### config.mk
export PLATFORM = sky130hd
export DESIGN_NAME = bucketize_one_hot
export DESIGN_NICKNAME = d
export VERILOG_FILES = /design/src/bkt_pkg.sv /design/src/bkt_edge_ram.sv /design/src/bkt_count_table.sv /design/src/bkt_seq.sv /design/src/bucketize_one_hot.sv
export VERILOG_INCLUDE_DIRS = /design/src /design/src/src
export SDC_FILE = /design/constraint.sdc
export NUM_CORES = 2
export LEC_CHECK = 0
export BUFFER_PORTS_ARGS = -buffer_cell sky130_fd_sc_hd__buf_2
export CORE_MARGIN = 2
export CORE_UTILIZATION = 60
export DETAILED_ROUTE_END_ITERATION = 8
export PLACE_DENSITY = 0.84
export REMOVE_ABC_BUFFERS = 1
export SLEW_MARGIN = 10
export SYNTH_ARGS = -nofsm -noshare
export SYNTH_HDL_FRONTEND = slang
export SYNTH_MEMORY_MAX_BITS = 65536
export SYNTH_SLANG_ARGS = --single-unit
### constraint.sdc
create_clock -name clk -period 8.3 [get_ports clk]
set_input_delay 1.245 -clock clk [delete_from_list [all_inputs] [get_ports clk]]
set_output_delay 1.245 -clock clk [all_outputs]
set_load 0.005 [all_outputs]
### src/bucketize_one_hot_defines.svh
// ----------------------------------------------------------------------------
// Bucketizer assertion macros
// Helpers for the concurrent checks in the bucketizer sequencer.
// ----------------------------------------------------------------------------
`ifndef BUCKETIZE_ONE_HOT_DEFINES_SVH
`define BUCKETIZE_ONE_HOT_DEFINES_SVH

// Check that is switched off while reset is held.
`define BKT_ASSERT(label, prop, msg) \
  label: assert property (@(posedge clk) disable iff (!rst_n) prop) else $error(msg);

// Check that also holds while reset is held.
`define BKT_ASSERT_RST(label, prop, msg) \
  label: assert property (@(posedge clk) prop) else $error(msg);

`endif

### src/bkt_pkg.sv
// ----------------------------------------------------------------------------
// Bucketizer package
// Command codes, sequencer states, field widths and the decoded command struct.
// ----------------------------------------------------------------------------
`timescale 1ns / 1ps

package bkt_pkg;

  // Field widths of the stream payloads.
  localparam int CMD_W     = 2;
  localparam int COLUMN_W  = 3;
  localparam int SLOT_W    = 4;
  localparam int ECOUNT_W  = 5;
  localparam int SAMPLE_W  = 32;
  localparam int BUCKET_W  = 5;
  localparam int POS_W     = 8;

  // Command codes carried in tuser.
  typedef enum logic [CMD_W-1:0] {
    CMD_WR_EDGE  = 2'd0,
    CMD_WR_COUNT = 2'd1,
    CMD_CLASSIFY = 2'd2
  } cmd_t;

  // Sequencer states.
  typedef enum logic [1:0] {
    ST_IDLE,
    ST_LOAD,
    ST_SCAN,
    ST_DONE
  } state_t;

  // Decoded, qualified input transaction.
  typedef struct packed {
    logic wr_edge;
    logic wr_count;
    logic classify;
  } cmd_dec_t;

endpackage

### src/bkt_edge_ram.sv
// ----------------------------------------------------------------------------
// Bucketizer edge memory
// Boundary storage with one write port and one registered read port.
// ----------------------------------------------------------------------------
`timescale 1ns / 1ps

module bkt_edge_ram #(
  parameter int DEPTH      = 128,
  parameter int VALUE_BITS = 32
) (
  input  logic                                  clk,
  input  logic                                  wr_en,
  input  logic [((DEPTH > 1) ? $clog2(DEPTH) : 1)-1:0] wr_addr,
  input  logic [VALUE_BITS-1:0]                 wr_data,
  input  logic [((DEPTH > 1) ? $clog2(DEPTH) : 1)-1:0] rd_addr,
  output logic [VALUE_BITS-1:0]                 rd_data
);

  logic [VALUE_BITS-1:0] mem [DEPTH];
  logic [VALUE_BITS-1:0] rd_data_r;

  // Write port.
  always_ff @(posedge clk) begin
    if (wr_en) begin
      mem[wr_addr] <= wr_data;
    end
  end

  // Registered read port.
  always_ff @(posedge clk) begin
    rd_data_r <= mem[rd_addr];
  end

  assign rd_data = rd_data_r;

endmodule

### src/bkt_count_table.sv
// ----------------------------------------------------------------------------
// Bucketizer edge count table
// Per-column edge counts, reset to one, with two registered read ports.
// ----------------------------------------------------------------------------
`timescale 1ns / 1ps

module bkt_count_table #(
  parameter int MAX_COLUMNS = 8,
  parameter int MAX_EDGES   = 16
) (
  input  logic                                           clk,
  input  logic                                           rst_n,
  input  bkt_pkg::cmd_dec_t                              dec,
  input  logic [((MAX_COLUMNS > 1) ? $clog2(MAX_COLUMNS) : 1)-1:0] wr_col,
  input  logic [bkt_pkg::ECOUNT_W-1:0]                   wr_count,
  input  logic [((MAX_COLUMNS > 1) ? $clog2(MAX_COLUMNS) : 1)-1:0] rd_a_col,
  output logic [$clog2(MAX_EDGES+1)-1:0]                 rd_a_count,
  input  logic [((MAX_COLUMNS > 1) ? $clog2(MAX_COLUMNS) : 1)-1:0] rd_b_col,
  output logic [$clog2(MAX_EDGES+1)-1:0]                 rd_b_count
);

  localparam int NW = $clog2(MAX_EDGES + 1);

  logic [NW-1:0] count_r [MAX_COLUMNS];
  logic [NW-1:0] wr_clamped;
  logic [NW-1:0] rd_a_r;
  logic [NW-1:0] rd_b_r;

  // A count of zero stores as one; counts above the table depth saturate.
  always_comb begin
    if (wr_count == '0) begin
      wr_clamped = NW'(1);
    end else if (32'(wr_count) > MAX_EDGES) begin
      wr_clamped = NW'(MAX_EDGES);
    end else begin
      wr_clamped = NW'(wr_count);
    end
  end

  // Count storage; every column starts with a single edge.
  always_ff @(posedge clk) begin
    if (!rst_n) begin
      for (int c = 0; c < MAX_COLUMNS; c++) begin
        count_r[c] <= NW'(1);
      end
    end else if (dec.wr_count) begin
      count_r[wr_col] <= wr_clamped;
    end
  end

  // Registered read ports.
  always_ff @(posedge clk) begin
    rd_a_r <= count_r[rd_a_col];
    rd_b_r <= count_r[rd_b_col];
  end

  assign rd_a_count = rd_a_r;
  assign rd_b_count = rd_b_r;

endmodule

### src/bkt_seq.sv
// ----------------------------------------------------------------------------
// Bucketizer sequencer
// Walks a column's edges through one shared comparator pair and sums the offset.
// ----------------------------------------------------------------------------
`timescale 1ns / 1ps
`include "bucketize_one_hot_defines.svh"

module bkt_seq #(
  parameter int MAX_COLUMNS = 8,
  parameter int MAX_EDGES   = 16,
  parameter int VALUE_BITS  = 32
) (
  input  logic                                           clk,
  input  logic                                           rst_n,
  input  bkt_pkg::cmd_dec_t                              dec,
  input  logic [((MAX_COLUMNS > 1) ? $clog2(MAX_COLUMNS) : 1)-1:0] in_col,
  input  logic [VALUE_BITS-1:0]                          in_key,
  output logic                                           in_ready,
  output logic [((MAX_COLUMNS * MAX_EDGES > 1) ?
                 $clog2(MAX_COLUMNS * MAX_EDGES) : 1)-1:0] edge_rd_addr,
  input  logic [VALUE_BITS-1:0]                          edge_rd_data,
  input  logic [$clog2(MAX_EDGES+1)-1:0]                 cnt_a,
  output logic [((MAX_COLUMNS > 1) ? $clog2(MAX_COLUMNS) : 1)-1:0] cnt_b_col,
  input  logic [$clog2(MAX_EDGES+1)-1:0]                 cnt_b,
  output logic                                           out_valid,
  input  logic                                           out_ready,
  output logic [bkt_pkg::BUCKET_W-1:0]                   out_bucket,
  output logic [bkt_pkg::POS_W-1:0]                      out_position
);

  localparam int CW   = (MAX_COLUMNS > 1) ? $clog2(MAX_COLUMNS) : 1;
  localparam int AW   = (MAX_COLUMNS * MAX_EDGES > 1) ?
                        $clog2(MAX_COLUMNS * MAX_EDGES) : 1;
  localparam int NW   = $clog2(MAX_EDGES + 1);
  localparam int MAXI = (MAX_EDGES > MAX_COLUMNS) ? MAX_EDGES : MAX_COLUMNS;
  localparam int IW   = $clog2(MAXI + 1);
  localparam int PW   = bkt_pkg::POS_W;

  bkt_pkg::state_t st_r, st_nxt;

  logic [CW-1:0]         col_r;
  logic [VALUE_BITS-1:0] key_r;
  logic [NW-1:0]         n_r;
  logic [IW-1:0]         i_r;
  logic                  edge_pend_r;
  logic                  cnt_pend_r;
  logic [NW-1:0]         lo_r;
  logic [NW-1:0]         hi_r;
  logic [PW-1:0]         off_r;
  logic                  out_valid_r;
  logic [bkt_pkg::BUCKET_W-1:0] out_bucket_r;
  logic [PW-1:0]         out_position_r;

  logic          edge_issue;
  logic          cnt_issue;
  logic          out_free;
  logic          out_load;
  logic          cmp_lt;
  logic          cmp_le;
  logic [NW:0]   mid_sum;
  logic [NW-1:0] bucket;

  // Next state.
  always_comb begin
    st_nxt = st_r;
    unique case (st_r)
      bkt_pkg::ST_IDLE: begin
        if (dec.classify) begin
          st_nxt = bkt_pkg::ST_LOAD;
        end
      end
      bkt_pkg::ST_LOAD: begin
        st_nxt = bkt_pkg::ST_SCAN;
      end
      bkt_pkg::ST_SCAN: begin
        if (!edge_issue && !cnt_issue) begin
          st_nxt = bkt_pkg::ST_DONE;
        end
      end
      bkt_pkg::ST_DONE: begin
        if (out_free) begin
          st_nxt = bkt_pkg::ST_IDLE;
        end
      end
      default: begin
        st_nxt = bkt_pkg::ST_IDLE;
      end
    endcase
  end

  // State outputs: input ready, read issue for edges and lower-column counts, and result load.
  always_comb begin
    in_ready   = 1'b0;
    edge_issue = 1'b0;
    cnt_issue  = 1'b0;
    out_load   = 1'b0;
    unique case (st_r)
      bkt_pkg::ST_IDLE: begin
        in_ready = 1'b1;
      end
      bkt_pkg::ST_LOAD: begin
      end
      bkt_pkg::ST_SCAN: begin
        edge_issue = (i_r < IW'(n_r));
        cnt_issue  = (i_r < IW'(col_r));
      end
      bkt_pkg::ST_DONE: begin
        out_load = out_free;
      end
      default: begin
      end
    endcase
  end

  assign out_free     = !out_valid_r || out_ready;
  assign edge_rd_addr = AW'(col_r) * AW'(MAX_EDGES) + AW'(i_r);
  assign cnt_b_col    = CW'(i_r);

  // Shared comparator pair: one stored edge against the sample key.
  assign cmp_lt = $signed(edge_rd_data) < $signed(key_r);
  assign cmp_le = $signed(edge_rd_data) <= $signed(key_r);

  // Bucket is the floor of the mean of the two counts.
  assign mid_sum = {1'b0, lo_r} + {1'b0, hi_r};
  assign bucket  = mid_sum[NW:1];

  // Control state.
  always_ff @(posedge clk) begin
    if (!rst_n) begin
      st_r        <= bkt_pkg::ST_IDLE;
      out_valid_r <= 1'b0;
    end else begin
      st_r <= st_nxt;
      if (out_load) begin
        out_valid_r <= 1'b1;
      end else if (out_ready) begin
        out_valid_r <= 1'b0;
      end
    end
  end

  // Datapath registers.
  always_ff @(posedge clk) begin
    if (dec.classify) begin
      col_r <= in_col;
      key_r <= in_key;
    end
    if (st_r == bkt_pkg::ST_LOAD) begin
      n_r         <= cnt_a;
      i_r         <= '0;
      lo_r        <= '0;
      hi_r        <= '0;
      off_r       <= '0;
      edge_pend_r <= 1'b0;
      cnt_pend_r  <= 1'b0;
    end else if (st_r == bkt_pkg::ST_SCAN) begin
      edge_pend_r <= edge_issue;
      cnt_pend_r  <= cnt_issue;
      if (edge_issue || cnt_issue) begin
        i_r <= i_r + IW'(1);
      end
      if (edge_pend_r) begin
        lo_r <= lo_r + NW'(cmp_lt);
        hi_r <= hi_r + NW'(cmp_le);
      end
      if (cnt_pend_r) begin
        off_r <= off_r + PW'(cnt_b) + PW'(1);
      end
    end
    if (out_load) begin
      out_bucket_r   <= bkt_pkg::BUCKET_W'(bucket);
      out_position_r <= off_r + PW'(bucket);
    end
  end

  assign out_valid    = out_valid_r;
  assign out_bucket   = out_bucket_r;
  assign out_position = out_position_r;

  // Checks.
  `BKT_ASSERT_RST(a_reset_idle, !rst_n |=> (st_r == bkt_pkg::ST_IDLE) && !out_valid_r, "reset did not clear sequencer")
  `BKT_ASSERT(a_lo_le_hi, (st_r == bkt_pkg::ST_DONE) |-> (lo_r <= hi_r), "strict count exceeds inclusive count")
  `BKT_ASSERT(a_hi_le_n, (st_r == bkt_pkg::ST_DONE) |-> (hi_r <= n_r), "inclusive count exceeds edge count")
  `BKT_ASSERT(a_scan_bound, (st_r == bkt_pkg::ST_SCAN) |-> (i_r <= IW'(MAXI)), "scan index overran")
  `BKT_ASSERT(a_out_from_done, $rose(out_valid_r) |-> $past(st_r == bkt_pkg::ST_DONE), "result raised outside done")

endmodule

### src/bucketize_one_hot.sv
// ----------------------------------------------------------------------------
// Bucketizer with one-hot position
// Per-column feature bucketizer returning bucket and flat one-hot index.
// ----------------------------------------------------------------------------
// Load transactions (write boundary, write edge count) do not stall the input. A
// classify transaction keeps the input stalled until its result is loaded into
// the output register; the next transaction is accepted once the sequencer is
// back in idle. The steps are:
//   - the column's edge count is fetched;
//   - the edges and the lower-column counts are read, up to one of each per cycle,
//     through the shared comparator pair and the edge memory read port, with the
//     offset of the lower columns summed in the same pass;
//   - the last registered read is retired;
//   - the result is formed;
//   - the sequencer returns to idle, where the next transaction is accepted.
// The result sits in an output register, so a new transaction can be accepted
// while it waits. A later result that finds the register still full holds the
// sequencer until the register drains. Edges are compared as signed values.
// Buckets are right-inclusive, and a run of equal edges is split in the middle.
`timescale 1ns / 1ps

module bucketize_one_hot #(
  parameter int MAX_COLUMNS = 8,
  parameter int MAX_EDGES   = 16,
  parameter int VALUE_BITS  = 32
) (
  input  logic        clk,
  input  logic        rst_n,
  // Input stream.
  input  logic        in_tvalid,
  output logic        in_tready,
  // tdata: column[2:0], slot[6:3], edge_count[11:7], sample[43:12], zero pad.
  input  logic [47:0] in_tdata,
  // tuser: cmd[1:0].
  input  logic [1:0]  in_tuser,
  // Result stream.
  output logic        out_tvalid,
  input  logic        out_tready,
  // tdata: bucket[4:0], position[12:5], zero pad.
  output logic [15:0] out_tdata
);

  localparam int DEPTH = MAX_COLUMNS * MAX_EDGES;
  localparam int CW    = (MAX_COLUMNS > 1) ? $clog2(MAX_COLUMNS) : 1;
  localparam int AW    = (DEPTH > 1) ? $clog2(DEPTH) : 1;
  localparam int NW    = $clog2(MAX_EDGES + 1);
  localparam int XW    = VALUE_BITS + bkt_pkg::SAMPLE_W;

  logic [bkt_pkg::COLUMN_W-1:0] in_column;
  logic [bkt_pkg::SLOT_W-1:0]   in_slot;
  logic [bkt_pkg::ECOUNT_W-1:0] in_edge_count;
  logic [bkt_pkg::SAMPLE_W-1:0] in_sample;
  bkt_pkg::cmd_t                in_cmd;

  logic                 in_acc;
  logic                 col_ok;
  logic                 slot_ok;
  bkt_pkg::cmd_dec_t    dec;
  logic [CW-1:0]        col_idx;
  logic [XW-1:0]        sample_ext;
  logic [VALUE_BITS-1:0] key;
  logic [AW-1:0]        edge_wr_addr;
  logic [AW-1:0]        edge_rd_addr;
  logic [VALUE_BITS-1:0] edge_rd_data;
  logic [NW-1:0]        cnt_a;
  logic [CW-1:0]        cnt_b_col;
  logic [NW-1:0]        cnt_b;
  logic [bkt_pkg::BUCKET_W-1:0] out_bucket;
  logic [bkt_pkg::POS_W-1:0]    out_position;

  // Unpack the input transaction.
  assign in_column     = in_tdata[2:0];
  assign in_slot       = in_tdata[6:3];
  assign in_edge_count = in_tdata[11:7];
  assign in_sample     = in_tdata[43:12];
  assign in_cmd        = bkt_pkg::cmd_t'(in_tuser);

  // Qualify the command; out-of-range columns, slots and unknown codes drop.
  assign in_acc  = in_tvalid && in_tready;
  assign col_ok  = 32'(in_column) < MAX_COLUMNS;
  assign slot_ok = 32'(in_slot) < MAX_EDGES;
  assign col_idx = CW'(in_column);

  always_comb begin
    dec = '0;
    unique case (in_cmd)
      bkt_pkg::CMD_WR_EDGE:  dec.wr_edge  = in_acc && col_ok && slot_ok;
      bkt_pkg::CMD_WR_COUNT: dec.wr_count = in_acc && col_ok;
      bkt_pkg::CMD_CLASSIFY: dec.classify = in_acc && col_ok;
      default: begin
      end
    endcase
  end

  // Low VALUE_BITS bits of the zero-extended sample, read as signed.
  assign sample_ext   = {{VALUE_BITS{1'b0}}, in_sample};
  assign key          = sample_ext[VALUE_BITS-1:0];
  assign edge_wr_addr = AW'(col_idx) * AW'(MAX_EDGES) + AW'(in_slot);

  bkt_edge_ram #(
    .DEPTH      (DEPTH),
    .VALUE_BITS (VALUE_BITS)
  ) u_edge_ram (
    .clk     (clk),
    .wr_en   (dec.wr_edge),
    .wr_addr (edge_wr_addr),
    .wr_data (key),
    .rd_addr (edge_rd_addr),
    .rd_data (edge_rd_data)
  );

  bkt_count_table #(
    .MAX_COLUMNS (MAX_COLUMNS),
    .MAX_EDGES   (MAX_EDGES)
  ) u_count_table (
    .clk        (clk),
    .rst_n      (rst_n),
    .dec        (dec),
    .wr_col     (col_idx),
    .wr_count   (in_edge_count),
    .rd_a_col   (col_idx),
    .rd_a_count (cnt_a),
    .rd_b_col   (cnt_b_col),
    .rd_b_count (cnt_b)
  );

  bkt_seq #(
    .MAX_COLUMNS (MAX_COLUMNS),
    .MAX_EDGES   (MAX_EDGES),
    .VALUE_BITS  (VALUE_BITS)
  ) u_seq (
    .clk          (clk),
    .rst_n        (rst_n),
    .dec          (dec),
    .in_col       (col_idx),
    .in_key       (key),
    .in_ready     (in_tready),
    .edge_rd_addr (edge_rd_addr),
    .edge_rd_data (edge_rd_data),
    .cnt_a        (cnt_a),
    .cnt_b_col    (cnt_b_col),
    .cnt_b        (cnt_b),
    .out_valid    (out_tvalid),
    .out_ready    (out_tready),
    .out_bucket   (out_bucket),
    .out_position (out_position)
  );

  // Pack the result transaction.
  assign out_tdata = {3'b000, out_position, out_bucket};

endmodule
After elaboration in Yosys (flattened, before gate mapping)
Memory sizes are Yosys's and may differ from the RTL's. A register that Yosys moved wholly into a read port is not among the register bits. Index checks and enable logic that the tools add are counted.

Bits of input ports: 54. Word-level logic and storage cells: 77. Bits in registers: 81. Bits in writable memories: 4136. Memories: 2.

Memories: u_edge_ram.mem (depth 128, bits a word 32, rd ports 1, clocked after memory_dff 1, write ports 1, RTL line bkt_edge_ram.sv:19) `logic [VALUE_BITS-1:0] mem [DEPTH];`; u_count_table.count_r (depth 8, bits a word 5, rd ports 2, clocked after memory_dff 2, write ports 8, RTL line bkt_count_table.sv:24) `logic [NW-1:0] count_r [MAX_COLUMNS];`.

Equal/unequal tests: 8. Mux-type cells: 24. Reductions and logical operators: 16. $add $sub $neg: 9. Magnitude comparators: 5.

Operator list (count): $le A32 B32 Y1 (1); $lt A32 B32 Y1 (1); $add A8 B5 Y8 (2); $mux W1 (16); $mux W5 (3); $add A5 B1 Y5 (2); $add A8 B1 Y8 const B (1); $pmux W2 S4 (1); $add A7 B4 Y7 (1); $add A7 B5 Y7 (1); $add A5 B5 Y6 (1); $eq A2 B2 Y1 const B (3); $mux W2 (3); $reduce_and A2 Y1 (3); $add A5 B1 Y5 const B (1); $gt A5 B5 Y1 const B (1); $logic_not A5 Y1 (1); $lt A5 B3 Y1 (1); $lt A5 B5 Y1 (1); $reduce_or A5 Y1 (1); $eq A2 B1 Y1 const B (2); $logic_not A2 Y1 (2); $ne A2 B1 Y1 const B (2); $logic_not A1 Y1 (3); other kinds (6) (8).

Depth between registers and ports, before layout
Depth after elaboration: 9. Gate-level depth with buffers: 14. Depth with buffers taken out: 14.

Hierarchy
From an unflattened synthesis, not the netlist that was laid out.

Cell total of the unflattened synthesis: 6556. Area total of the unflattened synthesis: 163159.0 um2.

Modules (own cells, without submodules): bkt_edge_ram (seq. area each 123638.6 um2, cells each 5990, area each 156276.1 um2, instances 1); bkt_seq (seq. area each 2152.1 um2, cells each 404, area each 4453.0 um2, instances 1); bkt_count_table (seq. area each 1401.3 um2, cells each 155, area each 2368.5 um2, instances 1); bucketize_one_hot (seq. area each 0.0 um2, cells each 7, area each 61.3 um2, instances 1).

Worst setup path after synthesis
No wires, ideal clock.

Path kind: input -> register. From: input port in_tvalid. To: register u_seq.st_r[0]. Arrival time: 4.999 ns. Stages: 5. Buffers on the path: 0. Required time: 8.228 ns. Setup slack: 3.229 ns. Cell sequence: nand2_1 nor3b_1 nor2b_1 a2111oi_0 mux2i_1.

RTL lines: from (decl) (RTL line bucketize_one_hot.sv:30) `input logic in_tvalid,`; to (signal assigned) (RTL line bkt_seq.sv:130) `st_r <= bkt_pkg::ST_IDLE;`; to (signal assigned) (RTL line bkt_seq.sv:133) `st_r <= st_nxt;`; to (decl) (RTL line bkt_seq.sv:39) `bkt_pkg::state_t st_r, st_nxt;`.

Worst setup path after layout
From: register u_seq.i_r[0]. To: register u_edge_ram.rd_data_r[2], in the netlist u_edge_ram.rd_data[2] (read register of u_edge_ram.mem).

Cells in the longest elaborated chain, start to end: 1.

Ends and longest elaborated chain: from (decl) (RTL line bkt_seq.sv:44) `logic [IW-1:0] i_r;`; from (signal assigned) (RTL line bkt_seq.sv:160) `i_r <= i_r + IW'(1);`; $add A7 B5 Y7 (RTL line bkt_seq.sv:116) `assign edge_rd_addr = AW'(col_r) * AW'(MAX_EDGES) + AW'(i_r);`; to (decl) (RTL line bkt_edge_ram.sv:20) `logic [VALUE_BITS-1:0] rd_data_r;`.

Every way passes these cells. A chain may end at the register's enable or synchronous reset.

==> results.md <==
- Worst-path clk slew: 0.07 ns
- Peak VDD IR: 0.3131 mV
- Synthesized flop and latch total: 4,259
- Ys async rst share: 0%
- Failing checks: slew limit
- WS Path Type: reg -> reg
- Pre-antenna DRT Iters: 9
- Area share of the largest cell type after synthesis: 76.64%
- Max Fanout on Critical Path: 34
- Initial DRC Count: 17,420
- Slew @ Worst Pin: 1.548 ns
- Non-Filler Instances: 11,950
- Final Hold Viols: 0
- Hold WS: 0.4091 ns
- TritonCTS clock tree: built
- Port Buf Inserts: 64
- Seq/Total Area, Yosys: 77.49%
- Hold Crit Depth: 0
- Die Area: 277,800 um^2
- RSZ-0062 raised after global routing: no
- Critical path launch point type: register
- H-tree levels: 5
- Leakage: 0.05691 uW
- Cells on worst reg2reg path: 9
- Critical R2R Launch: u_seq.i_r[0]
- Data arrival, critical path: 6.31 ns
- Dpl hpwl: 242,700 um
- Critical R2R Capture: u_edge_ram.rd_data[2]
- Utilization after layout: 67.15%
- Longest Clk Path Bufs: 4
- Ys flop type: edfxtp_1
- Ranking of synthesized cells by area: edfxtp_1, mux4_2, mux2i_1
- Peak Freq: 183.2 MHz
- GPL Wtd Cong: 0.9207
- Syn Std Cell Area: 164,100 um^2
- # clock sinks: 4,259
- EDFF count, synth: 4,189
- Largest net degree at the start of global routing: 124
- Flop-to-flop setup slack: 2.84 ns
- Placed Area: 170,000 um^2
- WL/cell: 40.59 um
- Commonest non-fill, non-tap cells in the layout: edfxtp_1, mux4_2, mux2i_1, clkbuf_16, buf_4
- MaxCap Viol Count: 0
- Critical Path Sink Type: register
- Syn Inst Count: 7,687
- Core Box Area: 272,900 um^2
- Synthesis-to-layout area growth: 11.65%
- Area leader, netlist: edfxtp_1
- CTS buffer count: 407
- Pwr Density: 274.3 nW/um^2
- FP Rows: 192
- CTS Hold Bufs: 0
- Period utilization: 65.75%
- Netlist cell types: 65
- Hold EP: u_seq.n_r[3]
- Die height: 527.0 um
- Post-CTS resize count: 0
- Width of the die: 527.0 um
- Vias in the first global route: 90,430
- Postcts setup bufs: 0
- Fraction of layout cells with a size suffix above 1: 23.26%
- Number of remaining DRC errors: 0
- Hold WC Path Type: reg -> reg
- Final Max Tran Viols: 1
- Setup-failing EPs final: 0
- Via density: 7.556
- Req. time, crit path: 9.15 ns
- Antenna violations before repair: 35
- Total placed cells including tap cells: 11,200
- Status: finished, violations left
- Worst Hold Launch: u_count_table.rd_a_count[3]
- Placement Setup Slack: 3.429 ns
- Grt total ovfl: 0
- Rel. slew slack: -3.212%
- First-pass GRT wire length: 674,000 um
- Commonest non-fill, non-tap cell in the layout: edfxtp_1
- Clock Skew: 0.06974 ns
- Final wirelength: 485,100 um
- Yosys warnings: 0
- Total track usage: 34.76%
- Mean Syn Cell Area: 21.35 um^2
- Final critical-path setup slack: 2.843 ns
- Antenna Nets Post-Route: 0
- Root Buffer: clkbuf_16
- Num ports: 72
- Final #Nets: 8,139
- Initial Util: 60.14%
- Via total after detailed routing: 90,310
- Post-layout minimum cycle time: 5.457 ns
- Post-Layout Inst Area: 183,300 um^2
- Clk_lat worst skew: 1.06 ns
-- power breakdown --
part / total [uW] / leakage [uW] / internal [uW] / switching [uW]
sequential: 23800 / 0.0382 / 23700 / 119
clock: 18700 / 0.00637 / 10700 / 8010
combinational: 7760 / 0.0123 / 3020 / 4740
total: 50300 / 0.0569 / 37400 / 12900
-- cell families (layout without fill, tap and decap cells) --
family                   count (synthesis)  after routing  synth area share, %
AO/OA/AOI/OAI                          919            919                3.791
XOR/XNOR                                22             22               0.1174
adder cells (fa/ha/maj)                 66             66               0.5168
buffers and inverters                  492           1142                1.679
flip-flops                            4259           4259                77.49
multiplexers                          1456           1456                15.15
other                                    1             28             0.002285
AND/OR/NAND/NOR                        472            472                1.252
-- per-layer routing --
layer | share of wire [%] | wire length (um) | vias up | global-route usage (%)
li1 | - | - | 32900 | -
met1 | 30 | 145800 | 45240 | 42.02
met4 | 8.5 | 41100 | 32 | 23.78
met3 | 16 | 75860 | 2340 | 12.27
met5 | 0.10 | 494 | - | 0.7965
met2 | 46 | 221900 | 9802 | 52.81
-- layout make-up --
type	instances	area, um^2
well taps	3589	4491
clock inverters	247	2486
flip-flops and latches	4259	127200
repair buffers	356	2813
fillers	15330	89640
inverters	57	217.7
clock buffers	482	10610
multi-input cells	2938	35370
diodes	25	62.56
-- per-stage QoR --
step / power, uW / TNS [ns]
5_1_grt: 51120 / 0
3_3_place_gp: 31330 / 0
2_1_floorplan: 32720 / -2098.94
6_report: 50270 / 0
4_1_cts: 49990 / 0
3_5_place_dp: 31560 / 0
-- sequential cells by signal, summed over array words and instances (netlist names), 3 cells and up --
register                  flops
u_seq.hi_r                    5
u_count_table.rd_a_count      5
u_seq.lo_r                    5
u_seq.col_r                   3
u_count_table.rd_b_count      5
u_edge_ram.mem             4096
u_seq.n_r                     5
u_edge_ram.rd_data           32
u_seq.off_r                   8
u_seq.out_position            8
u_seq.out_bucket              5
u_seq.key_r                  32
u_seq.i_r                     5
u_count_table.count_r        40
-- worst max-delay path, stage by stage (launching register included) --
cell and delay (ns):
dfxtp_4 0.79, buf_4 0.62, buf_4 0.69, mux4_2 0.60
mux2i_1 0.20, nor2_1 0.08, a2111oi_2 0.47, a21oi_1 0.29
a221oi_1 1.26, a21oi_1 0.19
-- worst max path at each step --
stage	slack [ns]	depth (start not counted)	endpoint	start
floorplan	-52.82	6	u_edge_ram.rd_data[29]	u_seq.i_r[0]
global placement	3.43	8	u_edge_ram.rd_data[15]	u_seq.i_r[0]
detailed placement	3.43	9	u_edge_ram.rd_data[2]	u_seq.i_r[0]
CTS	3.27	9	u_edge_ram.rd_data[2]	u_seq.i_r[0]
global route	2.88	9	u_edge_ram.rd_data[2]	u_seq.i_r[0]
finish	2.84	9	u_edge_ram.rd_data[2]	u_seq.i_r[0]
-- synthesized netlist by cell type (23+ instances only) --
master / n
mux2i_1: 618
o22ai_1: 47
nand3_1: 35
o21ai_0: 136
nor2b_1: 25
a2111oi_0: 23
a21oi_1: 246
buf_2: 114
clkbuf_1: 174
o221ai_1: 114
ha_1: 63
mux4_2: 821
edfxtp_1: 4189
buf_4: 61
a22oi_1: 138
nor2_1: 216
a211oi_1: 38
inv_1: 56
a221oi_1: 65
buf_6: 67
dfxtp_1: 70
a31oi_1: 36
nand2_1: 134
Note: power is estimated with default switching activity, not from simulation.
